==> src/rtl/rsem_pkg.sv <==
// Shared constants and types for the RGB Sobel edge magnitude core.
package rsem_pkg;
    localparam int MAX_WIDTH  = 2048;
    localparam int MAX_HEIGHT = 2048;
    localparam int AW = $clog2(MAX_WIDTH);
    localparam int PW = 24;
    localparam int CFG_W = 12;
    localparam logic CFG_WIDTH  = 1'b0;
    localparam logic CFG_HEIGHT = 1'b1;

    typedef logic [PW-1:0] t_pix;

    // one result request towards the magnitude unit
    typedef struct packed {
        t_pix [8:0]  win;   // l0 l1 l2 m0 m1 m2 r0 r1 r2
        logic [10:0] row;
        logic [10:0] col;
        logic        last;
        logic        eof;
    } t_job;
endpackage

==> src/rtl/rsem_mag.sv <==
// Sobel gradients and iterative capped integer square root for three channels.
module rsem_mag (
    input  logic          i_clk,
    input  logic          i_rst_n,
    input  logic          i_start,
    input  rsem_pkg::t_job i_job,
    output logic          o_busy,
    output logic          o_done,
    output logic [23:0]   o_mag,
    output logic [10:0]   o_row,
    output logic [10:0]   o_col,
    output logic          o_last,
    output logic          o_eof
);
    typedef enum logic [1:0] {S_IDLE, S_SQ, S_ROOT} t_state;
    t_state r_state;
    logic [2:0][10:0] r_gx, r_gy;
    logic [2:0][16:0] r_s;
    logic [2:0][7:0]  r_root;
    logic [2:0]       r_sat;
    logic [7:0]       r_bit;
    logic [10:0]      r_row, r_col;
    logic             r_last, r_eof, r_done;

    logic [2:0][10:0] n_gx, n_gy;
    always_comb begin
        for (int k = 0; k < 3; k++) begin
            n_gx[k] = ({3'd0, i_job.win[8][k*8+:8]} + {2'd0, i_job.win[5][k*8+:8], 1'b0}
                     + {3'd0, i_job.win[2][k*8+:8]})
                    - ({3'd0, i_job.win[6][k*8+:8]} + {2'd0, i_job.win[3][k*8+:8], 1'b0}
                     + {3'd0, i_job.win[0][k*8+:8]});
            n_gy[k] = ({3'd0, i_job.win[8][k*8+:8]} + {2'd0, i_job.win[7][k*8+:8], 1'b0}
                     + {3'd0, i_job.win[6][k*8+:8]})
                    - ({3'd0, i_job.win[2][k*8+:8]} + {2'd0, i_job.win[1][k*8+:8], 1'b0}
                     + {3'd0, i_job.win[0][k*8+:8]});
        end
    end

    logic [2:0][7:0]  w_t;
    logic [2:0][15:0] w_tt;
    always_comb begin
        for (int k = 0; k < 3; k++) begin
            w_t[k]  = r_root[k] | r_bit;
            w_tt[k] = w_t[k] * w_t[k];
        end
    end

    always_ff @(posedge i_clk) begin
        if (!i_rst_n) begin
            r_state <= S_IDLE;
            r_done  <= 1'b0;
        end else begin
            r_done <= 1'b0;
            unique case (r_state)
                S_IDLE: if (i_start) begin
                    r_gx <= n_gx; r_gy <= n_gy;
                    r_row <= i_job.row; r_col <= i_job.col;
                    r_last <= i_job.last; r_eof <= i_job.eof;
                    r_state <= S_SQ;
                end
                S_SQ: begin
                    for (int k = 0; k < 3; k++) begin
                        logic [21:0] sq;
                        sq = {{11{r_gx[k][10]}}, r_gx[k]} * {{11{r_gx[k][10]}}, r_gx[k]}
                           + {{11{r_gy[k][10]}}, r_gy[k]} * {{11{r_gy[k][10]}}, r_gy[k]};
                        r_s[k]   <= sq[16:0];
                        r_sat[k] <= |sq[21:16];
                        r_root[k] <= 8'd0;
                    end
                    r_bit   <= 8'h80;
                    r_state <= S_ROOT;
                end
                S_ROOT: begin
                    for (int k = 0; k < 3; k++)
                        if ({1'b0, w_tt[k]} <= r_s[k]) r_root[k] <= w_t[k];
                    r_bit <= r_bit >> 1;
                    if (r_bit == 8'd1) begin
                        r_state <= S_IDLE;
                        r_done  <= 1'b1;
                    end
                end
                default: r_state <= S_IDLE;
            endcase
        end
    end

    assign o_busy = (r_state != S_IDLE);
    assign o_done = r_done;
    assign o_row = r_row; assign o_col = r_col;
    assign o_last = r_last; assign o_eof = r_eof;
    always_comb
        for (int k = 0; k < 3; k++) o_mag[k*8+:8] = r_sat[k] ? 8'hFF : r_root[k];

`ifndef SYNTHESIS
    a_done_idle: assert property (@(posedge i_clk) disable iff (!i_rst_n)
        o_done |-> !o_busy) else $error("done while busy");
    a_start_busy: assert property (@(posedge i_clk) disable iff (!i_rst_n)
        (i_start && !o_busy) |=> o_busy) else $error("start ignored");
    a_no_double: assert property (@(posedge i_clk) disable iff (!i_rst_n)
        o_done |=> !o_done) else $error("double done");
`endif
endmodule

==> config.mk <==
export PLATFORM = sky130hd
export DESIGN_NAME = rsem_mag
export DESIGN_NICKNAME = d
export VERILOG_FILES = /design/src/rtl/rsem_pkg.sv /design/src/rtl/rsem_mag.sv
export SDC_FILE = /design/constraint.sdc
export NUM_CORES = 2
export LEC_CHECK = 0
export BUFFER_PORTS_ARGS = -buffer_cell sky130_fd_sc_hd__buf_2
export CAP_MARGIN = 20
export CORE_ASPECT_RATIO = 0.6
export CORE_MARGIN = 4
export CORE_UTILIZATION = 64
export DETAILED_ROUTE_END_ITERATION = 10
export HOLD_SLACK_MARGIN = 0.15
export PLACE_DENSITY = 0.94
export SLEW_MARGIN = 20
export SYNTH_ARGS = -nofsm -noshare
export SYNTH_HDL_FRONTEND = slang
export SYNTH_SLANG_ARGS = --single-unit
==> constraint.sdc <==
create_clock -name i_clk -period 7.4 [get_ports i_clk]
set_clock_uncertainty 0.05 [all_clocks]
set_input_delay 0.74 -clock i_clk [delete_from_list [all_inputs] [get_ports i_clk]]
set_output_delay 0.74 -clock i_clk [all_outputs]
set_load 0.05 [all_outputs]
**Word-level counts from Yosys, hierarchy flattened**

Cells that the tools add are included.

- Bits in registers: 179
- Bits in latches: 0
- RAM bits: 0
- ROM bits: 0
- Input bits: 243
- Output and inout port bits: 50
- Word-level logic and storage cells: 102
- Memories kept: 0

- $add $sub $neg: 33
- Multipliers: 9
- Divide/modulo/power cells: 0
- Magnitude comparators: 3
- Equality and inequality tests: 8
- Shifts and indexed selects: 0
- Multiplexer cells: 12
- Bitwise gates (word level): 3
- Reductions and logical operators: 14

Operators by type and width:

| operator | count |
|---|---|
| $add A10 B8 Y11 | 12 |
| $mul A11 B11 Y22 | 6 |
| $add A8 B9 Y10 | 12 |
| $add A22 B22 Y22 | 3 |
| $sub A11 B11 Y11 | 6 |
| $le A16 B17 Y1 | 3 |
| $mul A8 B8 Y16 | 3 |
| $mux W8 | 6 |
| $pmux W24 S2 | 1 |
| $or A8 B8 Y8 | 3 |
| $reduce_or A6 Y1 | 3 |
| $pmux W8 S2 | 1 |
| $reduce_and A3 Y1 | 4 |
| $ne A2 B2 Y1 const B | 5 |
| $eq A8 B1 Y1 const B | 1 |
| $reduce_and A2 Y1 | 4 |
| $pmux W2 S3 | 1 |
| $mux W2 | 2 |
| $reduce_bool A2 Y1 | 2 |
| $eq A2 B1 Y1 const B | 1 |
| $eq A2 B2 Y1 const B | 1 |
| $logic_not A2 Y1 | 1 |
| $mux W1 | 1 |

**Longest topological paths before layout**

- Word-level depth: 5
- Depth in mapped cells: 26
- Depth with buffers taken out: 25

**Least setup slack after synthesis**

Ideal clock, no wire load.

- Path type: reg-to-reg
- From: register r_gy[32] in the netlist's numbering
- To: register r_sat[2], data pin
- Setup time: 0.263 ns
- Data arrival time: 6.461 ns
- Data required time: 7.087 ns
- Path slack: 0.626 ns
- Stages on the path, launching flop included: 22
- Path buffers: 1
- Period minus slack after synthesis: 6.774 ns
- Cells stage by stage: edfxtp_1 clkbuf_1 nand2_1 inv_1 fa_1 inv_1 fa_1 inv_1 fa_1 fa_1 fa_1 fa_1 fa_1 ha_1 a21oi_1 inv_1 a41oi_2 o21bai_2 a21oi_2 nor2b_1 or4_1 a2111o_1

- Word-level cells in the longest chain between the ends: 3

RTL lines:

| element | RTL line | text |
|---|---|---|
| start, declared | rsem_mag.sv:17 | `logic [2:0][10:0] r_gx, r_gy;` |
| start signal, assigned | rsem_mag.sv:56 | `r_gx <= n_gx; r_gy <= n_gy;` |
| $mul A11 B11 Y22 | rsem_mag.sv:65 | `+ {{11{r_gy[k][10]}}, r_gy[k]} * {{11{r_gy[k][10]}}, r_gy[k]};` |
| $add A22 B22 Y22 | rsem_mag.sv:65 |  |
| $reduce_or A6 Y1 | rsem_mag.sv:67 | `r_sat[k] <= \|sq[21:16];` |
| end signal, assigned by index | rsem_mag.sv:67 |  |
| end, declared | rsem_mag.sv:20 | `logic [2:0] r_sat;` |

No other way between the ends.
A chain may end at the register's enable or synchronous reset.

**Worst setup path in the final report**

- From: register r_gx[24] in the netlist's numbering
- To: register r_sat[2], data pin

- Word-level cells in the longest chain between the ends: 3

RTL lines:

| element | RTL line | text |
|---|---|---|
| start, declared | rsem_mag.sv:17 |  |
| start signal, assigned | rsem_mag.sv:56 |  |
| $mul A11 B11 Y22 | rsem_mag.sv:64 | `sq = {{11{r_gx[k][10]}}, r_gx[k]} * {{11{r_gx[k][10]}}, r_gx[k]}` |
| $add A22 B22 Y22 | rsem_mag.sv:65 |  |
| $reduce_or A6 Y1 | rsem_mag.sv:67 |  |

No other way between the ends.

==> reports/results.txt <==
The run finished with clean final reports. The time the worst path needs with I/O delays and setup came out at 7.199 ns. TritonCTS built the clock tree. The sequential fraction of the synthesis area is 12.28%. Most numerous cell in the Yosys netlist: sky130_fd_sc_hd__inv_1. The aggregate routed wire length was 105400 um; the total vias in the final route was 30733. The tool flagged a number of max-cap violations equal to 0. Summed over all layers, the global routing overflow is 0. The cell area that synthesis handed to floorplanning was 43530 um^2.

The H-tree depth reported by CTS was 4; the post-detailed-placement half-perimeter wirelength was 90220 um. In the final design database the tool counted 6293 nets. The die is 210.0 um tall. For this run, the total global-route usage over all layers was measured as 30.51%. The proportion of netlist area held by the largest area contributor was 44.84%; the synthesized area divided by synthesized cell count was 10.06 um^2. For the pin with the worst max-slew slack, the measured transition is 0.9780 ns.

For the number of hold violations in the final report, the log shows 0. Length of the first detailed-routing pass in iterations: 7. The number of cell rows was 73; the period utilization was 97.28%. The run gives 0.1346 ns as the worst setup slack after placement. Measured on the finished design, the core utilization comes to 70.42%. The via count of the first global-routing pass was 34997. The detail route stage leaves a number of antenna-violating nets equal to 0. For this configuration, the core starts out at a cell density of 65.20%.

When the netlist entered floorplanning its net count stood at 5997. Count of buffers inserted at the top-level ports: 268. The cell taking the most area after synthesis is sky130_fd_sc_hd__fa_1. Clock latency on the worst-skew pair, taken at its later pin, is 0.51 ns. The number of synthesis warnings was 0; the worst max-slew margin expressed relative to the limit was 34.11%. Based on the critical path, the design can be clocked at up to 138.9 MHz. The data required time of the worst path is 7.58 ns. Routability-driven placement finished with a final weighted congestion of 0.9244. The synthesized instance count was 4326.

For the worst-case setup margin in the final layout, the log shows 0.2011 ns. The count of cell types in the netlist came out at 66. Among all flip-flop cells after synthesis, the most frequent one is sky130_fd_sc_hd__edfxtp_1. The commonest cells after synthesis are sky130_fd_sc_hd__inv_1, sky130_fd_sc_hd__fa_1, sky130_fd_sc_hd__ha_1.

The clock edge transition at the registers on the reported setup and hold paths came out at 0.09 ns. Category of the critical setup timing path: reg -> reg. STA classifies the critical path startpoint as a flop. The detailed-route wire length per cell is 19.04 um. Buffers inserted during clock tree synthesis total 17. Horizontal die dimension: 344.7 um.

For this run, design rule violations remaining after detail routing come to 0. The fraction of registers with async set/reset came out at 0%. The sort of element at the end of the critical path was a flop. The tools report the maximum count of clock buffers along a single path as 2.

The tools report the buffer cell driving the clock tree root as sky130_fd_sc_hd__clkbuf_16. Path type of the worst min-delay path: in -> reg. Counting every sink on the clock net gives 179. Fraction of layout cells with a size suffix above 1: 9.536%. The number of antenna violations at the first check in global routing is 4, and the total count of max-transition violations in the final report is 0. Setup violations remaining at the end of the flow were counted as 0. Counting flops with a built-in enable in the synthesized netlist gives 176. Dividing the detail-routed via count by the number of cells gives 5.551.

By area the synthesized netlist is led by sky130_fd_sc_hd__fa_1, sky130_fd_sc_hd__ha_1, sky130_fd_sc_hd__edfxtp_1. The run gives 293 as the I/O pin count. The logs give 7.38 ns for the endpoint arrival time on the critical path and 66770 um^2 for the core area. The first global-routing pass estimated 174800 um of wire. The area growth from synthesis to layout is 7.996%, and the full die area is 72400 um^2. Entering global routing, the biggest net connects 52 pins.

Synthesis inferred 179 register bits. The first routing iteration left 2988 violations. The highest net fanout along the worst path works out to 5.
-- stage by stage --
stage                     hold WS (ns)  setup TNS, ns  cells  cell area [um^2]
after floorplan                 0.4405              0   4326             43530
after global placement          0.4639              0   5486             46260
after detailed placement        0.4944              0   5486             46260
after CTS                       0.3320              0   5518             46850
after global routing            0.3438       -0.01273   5536             47020
final                           0.3572              0   5536             47020
-- placed cells by master (no fill, tap or decap), types with 7 or more instances in the layout --
cell type,count
sky130_fd_sc_hd__a211oi_1,19
sky130_fd_sc_hd__a21o_1,38
sky130_fd_sc_hd__a21oi_1,90
sky130_fd_sc_hd__and2_1,145
sky130_fd_sc_hd__buf_2,268
sky130_fd_sc_hd__buf_4,91
sky130_fd_sc_hd__clkbuf_16,17
sky130_fd_sc_hd__edfxtp_1,176
sky130_fd_sc_hd__fa_1,975
sky130_fd_sc_hd__ha_1,453
sky130_fd_sc_hd__inv_1,1331
sky130_fd_sc_hd__mux2i_1,9
sky130_fd_sc_hd__nand2_1,220
sky130_fd_sc_hd__nand2b_1,26
sky130_fd_sc_hd__nand3_1,12
sky130_fd_sc_hd__nand3b_1,7
sky130_fd_sc_hd__nor2_1,202
sky130_fd_sc_hd__nor2b_1,72
sky130_fd_sc_hd__nor3_1,32
sky130_fd_sc_hd__o21a_1,19
sky130_fd_sc_hd__o21ai_0,59
sky130_fd_sc_hd__o21bai_1,19
sky130_fd_sc_hd__o22ai_1,11
sky130_fd_sc_hd__or2_2,30
sky130_fd_sc_hd__xnor2_1,157
sky130_fd_sc_hd__xor2_1,36
-- critical path: stages, from the launching register on --
cell and delay, ns:
sky130_fd_sc_hd__edfxtp_1 0.52, sky130_fd_sc_hd__buf_4 0.19, sky130_fd_sc_hd__buf_4 0.13, sky130_fd_sc_hd__and2_1 0.18
sky130_fd_sc_hd__fa_1 0.49, sky130_fd_sc_hd__inv_1 0.05, sky130_fd_sc_hd__fa_1 0.50, sky130_fd_sc_hd__fa_1 0.56
sky130_fd_sc_hd__inv_1 0.06, sky130_fd_sc_hd__fa_1 0.49, sky130_fd_sc_hd__fa_1 0.59, sky130_fd_sc_hd__fa_1 0.44
sky130_fd_sc_hd__fa_1 0.46, sky130_fd_sc_hd__ha_1 0.36, sky130_fd_sc_hd__a21oi_1 0.23, sky130_fd_sc_hd__inv_1 0.08
sky130_fd_sc_hd__a41oi_2 0.28, sky130_fd_sc_hd__o21bai_2 0.14, sky130_fd_sc_hd__a21oi_2 0.15, sky130_fd_sc_hd__nor2b_1 0.07
sky130_fd_sc_hd__or4_1 0.48, sky130_fd_sc_hd__a2111o_1 0.43
-- state kept, by name (all words and copies together) (netlist names) --
name	flops
r_sat	3
r_bit	8
r_gx	33
o_col	11
r_gy	33
o_row	11
o_eof	1
r_state	2
r_s	51
r_root	24
o_last	1
o_done	1
-- area by class of cell --
type	count	area [um^2]
flip-flops and latches	179	5345
repair buffers	359	2024
clock buffers	18	429.2
diodes	1	2.502
fillers	4286	19750
multi-input cells	2732	32910
inverters	1333	5007
well taps	900	1126
clock inverters	14	170.2
-- per-layer routing --
metal  wire length (um)  vias up  GRT usage [%]  share of wire (%)
met1              40830    15331          41.66                 39
met3              11640      337          8.009                 11
li1                   -    13363              -                  -
met5                  0        -              0                  0
met4               3240        0          9.483                3.1
met2              49680     1702          48.61                 47
-- final timing paths --
kind	start	to	slack, ns	cells past startpoint
worst max-delay path	r_gx[24]$_DFFE_PP_	r_sat[2]$_DFFE_PP_	0.20	21
worst max register to register	r_gx[24]$_DFFE_PP_	r_sat[2]$_DFFE_PP_	0.20	21
worst min-delay path	i_job[15]	o_row[2]$_DFFE_PP_	0.36	1
worst min register to register	r_state[1]$_SDFFE_PN0P_	r_state[1]$_SDFFE_PN0P_	0.51	2
-- cell families after synthesis --
group / count (synthesis) / share of synthesized area (%)
buffers and inverters: 1415 / 12.20
adders and majority gates: 1428 / 57.85
DFF: 179 / 12.28
and+or+nand+nor: 787 / 8.841
AOI/OAI and AO/OA: 312 / 4.639
xor gates and xnor gates: 195 / 3.955
muxes: 10 / 0.2328
-- repair_timing --
action,CTS,global route
gates resized for setup,0,10
buffers inserted,0,17
endpoints found under the setup margin,0,3
hold buffers,0,0
Power is not shown: default switching activity piles up to over one toggle a cycle in this logic, so the estimate is an artifact.
